## config.mk

```make
export PLATFORM = sky130hd
export DESIGN_NAME = fpmb_ctrl
export DESIGN_NICKNAME = d
export VERILOG_FILES = /design/src/sv/fpmb_pkg.sv /design/src/sv/fpmb_ctrl.sv
export VERILOG_INCLUDE_DIRS = /design/src /design/src/sv
export SDC_FILE = /design/constraint.sdc
export NUM_CORES = 1
export LEC_CHECK = 0
export BUFFER_PORTS_ARGS = -buffer_cell sky130_fd_sc_hd__buf_2
export CAP_MARGIN = 20
export CORE_AREA = 3 3 40 42
export CTS_CLUSTER_DIAMETER = 120
export DETAILED_ROUTE_END_ITERATION = 7
export DIE_AREA = 0 0 43 45
export HOLD_SLACK_MARGIN = 0.06
export PLACE_DENSITY = 0.45
export SETUP_SLACK_MARGIN = 0.02
export SLEW_MARGIN = 20
export SYNTH_ARGS = -nofsm -noshare
export SYNTH_HDL_FRONTEND = slang
export SYNTH_SLANG_ARGS = --single-unit
```

## constraint.sdc

```tcl
create_clock -name clk -period 1.5 [get_ports clk]
set_clock_uncertainty 0.1 [all_clocks]
set_input_delay 0.3 -clock clk [delete_from_list [all_inputs] [get_ports clk]]
set_output_delay 0.3 -clock clk [all_outputs]
set_load 0.02 [all_outputs]
```

## src/sv/flash_page_map_builder_defines.svh

```systemverilog
// assertion helpers shared by the map builder modules
`ifndef FLASH_PAGE_MAP_BUILDER_DEFINES_SVH
`define FLASH_PAGE_MAP_BUILDER_DEFINES_SVH

// same-cycle implication, checked outside reset
`define FPMB_ASSERT_NOW(lbl, ante, cons, msg) \
  lbl: assert property (@(posedge clk) disable iff (!rst_n) (ante) |-> (cons)) else $error(msg);

// next-cycle implication, checked outside reset
`define FPMB_ASSERT_NEXT(lbl, ante, cons, msg) \
  lbl: assert property (@(posedge clk) disable iff (!rst_n) (ante) |=> (cons)) else $error(msg);

`endif

```

## src/sv/fpmb_pkg.sv

```systemverilog
package fpmb_pkg;

  localparam int unsigned OPC_W    = 1;
  localparam int unsigned IN_IDX_W = 32;
  localparam int unsigned BLK_W    = 16;
  localparam int unsigned PG_W     = 6;
  localparam int unsigned ST_W     = 3;
  localparam int unsigned ADDR_W   = 36;
  localparam int unsigned LIMIT_W  = 18;
  localparam int unsigned CFG_W    = 36;
  localparam int unsigned CFG_IDX_W = 1;

  localparam logic [OPC_W-1:0] OP_RECORD = 1'b0;
  localparam logic [OPC_W-1:0] OP_LOOKUP = 1'b1;

  localparam logic [CFG_IDX_W-1:0] CFG_MAP_LIMIT = 1'b0;
  localparam logic [CFG_IDX_W-1:0] CFG_DATA_BASE = 1'b1;

  localparam logic [LIMIT_W-1:0] MAP_LIMIT_RST = 18'd110848;
  localparam logic [ADDR_W-1:0]  DATA_BASE_RST = 36'd94896128;

  localparam logic [ST_W-1:0] ST_STORED = 3'd0;
  localparam logic [ST_W-1:0] ST_RANGE  = 3'd1;
  localparam logic [ST_W-1:0] ST_DUP    = 3'd2;
  localparam logic [ST_W-1:0] ST_HIT    = 3'd3;
  localparam logic [ST_W-1:0] ST_MISS   = 3'd4;

  localparam int unsigned PLANE_COUNT = 2;

  // controller to datapath
  typedef struct packed {
    logic clr_en;
    logic capture;
    logic eval;
    logic mul;
    logic load_out;
  } dp_cmd_t;

  // datapath to controller
  typedef struct packed {
    logic clr_last;
    logic out_free;
  } dp_sts_t;

endpackage

```

## src/sv/fpmb_ctrl.sv

```systemverilog
`include "flash_page_map_builder_defines.svh"

module fpmb_ctrl (
  input  logic             clk,
  input  logic             rst_n,
  input  logic             in_valid,
  output logic             in_stall,
  input  fpmb_pkg::dp_sts_t sts,
  output fpmb_pkg::dp_cmd_t cmd
);
  import fpmb_pkg::*;

  typedef enum logic [4:0] {
    S_CLEAR = 5'b00001,
    S_IDLE  = 5'b00010,
    S_EVAL  = 5'b00100,
    S_MUL   = 5'b01000,
    S_SUM   = 5'b10000
  } state_t;

  state_t state_r, state_nxt;

  always_comb begin
    state_nxt = state_r;
    cmd       = '0;
    in_stall  = 1'b1;
    case (state_r)
      S_CLEAR: begin
        cmd.clr_en = 1'b1;
        if (sts.clr_last) begin
          state_nxt = S_IDLE;
        end
      end
      S_IDLE: begin
        in_stall = 1'b0;
        if (in_valid) begin
          cmd.capture = 1'b1;
          state_nxt   = S_EVAL;
        end
      end
      S_EVAL: begin
        cmd.eval  = 1'b1;
        state_nxt = S_MUL;
      end
      S_MUL: begin
        cmd.mul   = 1'b1;
        state_nxt = S_SUM;
      end
      S_SUM: begin
        if (sts.out_free) begin
          cmd.load_out = 1'b1;
          state_nxt    = S_IDLE;
        end
      end
      default: begin
        state_nxt = S_CLEAR;
      end
    endcase
  end

  always_ff @(posedge clk) begin
    if (!rst_n) begin
      state_r <= S_CLEAR;
    end else begin
      state_r <= state_nxt;
    end
  end

  `FPMB_ASSERT_NEXT(a_accept_to_eval, in_valid && !in_stall, state_r == S_EVAL, "accepted transaction did not move to eval")
  `FPMB_ASSERT_NOW(a_capture_only_idle, cmd.capture, in_valid && !in_stall, "capture without accepted transaction")
  `FPMB_ASSERT_NOW(a_state_onehot, 1'b1, $onehot(state_r), "controller state not one-hot")

endmodule

```

# Word level (Yosys, flattened, before mapping)
# Cells that the tools add are included.
[op_classes] bitwise=0 add_sub_neg=0 shifts=0 n_eq_ne=8 mul=0 div=0 mux=12 reduce_logical=1 order_cmp=0
[op_table] cell="$pmux W5 S5" n=1
[op_table] cell="$mux W5" n=3
[op_table] cell="$mux W1" n=8
[op_table] cell="$ne A2 B2 Y1 const B" n=3
[op_table] cell="$eq A5 B1 Y1 const B" n=1
[op_table] cell="$eq A5 B2 Y1 const B" n=1
[op_table] cell="$eq A5 B3 Y1 const B" n=1
[op_table] cell="$eq A5 B4 Y1 const B" n=1
[op_table] cell="$eq A5 B5 Y1 const B" n=1
[op_table] cell="$reduce_and A3 Y1" n=1
[totals] romBits=0 out_inout_bits=6 ram_bits=0 regBits=5 input_bits=5 memories=0 latchBits=0

# Longest topological paths before layout
[logic_depth] ltp_word=3 mapped_depth=5

# Worst setup path before layout
# No wires, ideal clock.
[synth_path] path_type="reg2out" start="reg state_r[2]" end="out cmd[4] (netlist bit)" arrival_time_ns=1.311 path_slack_ns=-0.211 path_stages_with_launch=5 path_buffers=1 path_cell_list="dfxtp_1 > buf_6 > or4b_4 > or2_1 > inv_1"
[synth_lines] element="start, declared" line_no="fpmb_ctrl.sv:21" text="state_t state_r, state_nxt;"
[synth_lines] element="start signal, assigned" line_no="fpmb_ctrl.sv:65" text="state_r <= state_nxt;"
[synth_lines] element="end, declared" line_no="fpmb_ctrl.sv:9" text="output fpmb_pkg::dp_cmd_t cmd"

==> impl_summary.txt <==
----------------------------------------------------
[Power]
  Peak supply drop ... 383 uV
  Power Total ... 569 uW
  Cell Pwr Density ... 971 nW/um^2
  Leak ... 0.000242 uW

[Timing]
  Unrepaired setup endpoints after global routing ... yes
  Maximum frequency from static timing analysis ... 526 MHz
  Worst setup slack after layout ... -0.400 ns
  Max Transition Viols Final ... 0
  Number of setup violations in the final report ... 11
  Minimum clock period ... 1.90 ns
  Transition time of the tightest slew-check pin ... 0.287 ns
  Max_slew headroom ... 80.5%
  Final cycle utilization of the critical path ... 127%
  Final Hold Fails ... 0

[Layout]
  Antenna diode count ... 0
  Number of flip-flops under the largest register name ... 5
  Synthesis-to-layout area growth ... 67.7%
  Largest registers ranked by flip-flop count ... state_r x5
  Final Instance Area ... 586 um^2
  Final nets ... 66
  Most common cell after layout, fill and taps aside ... sky130_fd_sc_hd__buf_4
  Fill count ... 124
  Count of non-filler cells in the finished layout ... 75
  Most flop-heavy register ... state_r
  Leading cell types in the layout, fill and taps excluded ... 11 x sky130_fd_sc_hd__buf_4, 7 x sky130_fd_sc_hd__buf_6, 4 x sky130_fd_sc_hd__buf_2, 4 x sky130_fd_sc_hd__dfxtp_1, 3 x sky130_fd_sc_hd__clkbuf_4
  Sequential standard cell area ... 101 um^2
  Fraction of layout instances using a drive strength above 1 ... 66.7%
  Area taken by multi-input logic gates ... 249 um^2

[Logic synthesis]
  Portion of the post-synthesis area used by sequential elements ... 28.7%
  Total of warnings raised by yosys ... 0
  FFs w/ async S/R, synth ... 0%
  Number of synthesized register bits ... 5
  Share of synthesized cell area in and, or, nand and nor gates ... 40.9%
  Mean area per synthesized cell ... 9.43 um^2
  Cell area after synthesis ... 349 um^2
  Synth Net Count ... 42
  Area fraction in compound gates after synthesis ... 18.3%
  Multiplexer share of the synthesized area ... 0%
  Largest family of logic cells by synthesized area ... simple AND/OR/NAND/NOR gates
  Post-synthesis cell count ... 37
  Xor/xnor cell area share of the yosys netlist ... 2.51%
  Number of flops mapped to enable cells by yosys ... 0
  Leading register cell type out of synthesis ... sky130_fd_sc_hd__dfxtp_1
  Arithmetic-cell share of the synthesized area counting full adders, half adders and majority gates ... 0%
  Yosys cell types ... 24

[Setup path]
  Worst-path maximum fanout ... 2
  CP Launch Type ... flip-flop
  Endpoint arrival time on the critical path ... 1.50 ns
  Number of cells on the worst reg-to-reg path ... 5
  Data required time of the worst path ... 1.10 ns
  Nature of the critical path endpoint ... primary output
  Kind of critical path ... flip-flop to primary output

[Global routing]
  First-pass GRT wire length ... 1.39 mm
  Total global-route track usage ... 10.2%
  Largest net degree at the start of global routing ... 10
  Antenna violations before repair ... 0
  Via count of the first global-routing pass ... 341
  Overflow after GRT ... 0

[Placement]
  Gpl congestion ... 0.813
  Port bufs ... 10
  Placed Instance Area ... 469 um^2
  Cell count after placement ... 69
  DP Worst Slack ... -0.158 ns
  HPWL after DPL ... 673 um

[CTS]
  CTS Sinks ... 5
  Clock transition time at the flip-flop clock pins of the worst setup and hold paths ... 0.05 ns
  Clock H-tree levels ... 1
  Hold buffers post-CTS ... 0
  Clk_lat worst skew ... 0.25 ns
  Number of buffers created by CTS ... 3
  Clock tree root driver cell ... sky130_fd_sc_hd__clkbuf_4
  Maximum number of buffers from clock root to sink ... 2
  CTS tree ... yes

[Job]
  Max cap viols ... 0

[Detailed routing]
  Total via count in the routed design ... 371
  Detail-routed via count per cell ... 4.95
  Initial DRC count ... 11
  Final Routed Wirelength ... 893 um
  Residual antenna-violating net count after detailed routing ... 0
  DR WL/cell ... 11.9 um
  Detailed-route DRC error count ... 0
  Initial DRT Pass Iterations ... 4

[Outcome]
  Status ... complete, but fails checks
  Violated checks ... setup timing

[Floorplanning]
  Die Outline Area ... 1940 um^2
  Area of the core region ... 1280 um^2
  Number of rows created at floorplan ... 13
  Die X-Extent ... 43 um
  Starting density of the core ... 27.2%
  Die height ... 45 um
  IO Count ... 11

[Hold path]
  Number of stages on the worst hold path ... 2
  Path type of the worst min-delay path ... input port to flip-flop

----------------------------------------------------
-- final timing paths --
check             startpoint    endpoint  slack [ns]
setup / recovery  state_r[1]      cmd[4]       -0.40
hold / removal         rst_n  state_r[4]        0.19
setup reg to reg  state_r[1]  state_r[3]       -0.16
hold reg to reg   state_r[4]  state_r[3]        0.53
-- layer usage --
| metal | up-vias | global-route usage (%) | share of wire [%] |
|---|---|---|---|
| li1 | 181 | - | - |
| met1 | 172 | 11.1 | 40 |
| met2 | 14 | 15.3 | 50 |
| met3 | 4 | 3.98 | 8.0 |
| met4 | 0 | 9.04 | 1.6 |
| met5 | - | 0 | 0 |
-- final cells by class --
type | instances | share of cell area, %
Clock inverter | 1 | 0.855
Clock buffer | 3 | 3.85
Multi-Input combinational cell | 27 | 42.5
Tap cell | 15 | 3.21
Inverter | 2 | 1.28
Timing Repair Buffer | 22 | 31.0
Sequential cell | 5 | 17.3
-- critical path: stages, from the launching register on --
cell	delay, ns
sky130_fd_sc_hd__dfxtp_2	0.31
sky130_fd_sc_hd__or4b_4	0.53
sky130_fd_sc_hd__or2_4	0.25
sky130_fd_sc_hd__inv_2	0.05
sky130_fd_sc_hd__buf_6	0.10
-- cells by family (layout without fill, tap and decap cells) --
kind of cell / count (synthesis) / count (layout)
AO/OA/AOI/OAI: 7 / 7
XOR/XNOR: 1 / 1
buffers and inverters: 5 / 28
flip-flops: 5 / 5
AND/OR/NAND/NOR: 19 / 19
-- Yosys cell counts, types with 2 or more instances --
cell	number	area, um^2
sky130_fd_sc_hd__nor3b_1	2	15.0
sky130_fd_sc_hd__buf_4	2	15.0
sky130_fd_sc_hd__nor2_1	4	15.0
sky130_fd_sc_hd__nand3_1	2	10.0
sky130_fd_sc_hd__inv_1	2	7.51
sky130_fd_sc_hd__dfxtp_1	5	100
sky130_fd_sc_hd__o21ai_0	2	10.0
sky130_fd_sc_hd__nor4b_2	2	30.0
-- report_power, final --
group / switching (uW) / leakage, uW / internal [uW]
logic: 109 / 0.000183 / 148
registers: 5.65 / 0.0000411 / 145
clock network: 63.9 / 0.0000177 / 97.0
-- through the flow --
stage | utilization [%] | hold WS (ns) | TNS [ns]
finish | 45.6 | 0.195 | -2.12
global route | 45.6 | 0.194 | -2.69
global placement | 36.5 | 0.447 | -0.359
detailed placement | 36.5 | 0.454 | -0.497
floorplan | - | 0.318 | -0.297
CTS | 41.5 | 0.184 | -2.45
-- what timing repair did --
action	CTS	global route
pin swaps	2	5
buffers inserted	1	1
gates resized for setup	10	12
setup endpoints to repair	11	11
hold endpoints to repair	0	0
Note: power is estimated with default switching activity, not from simulation.
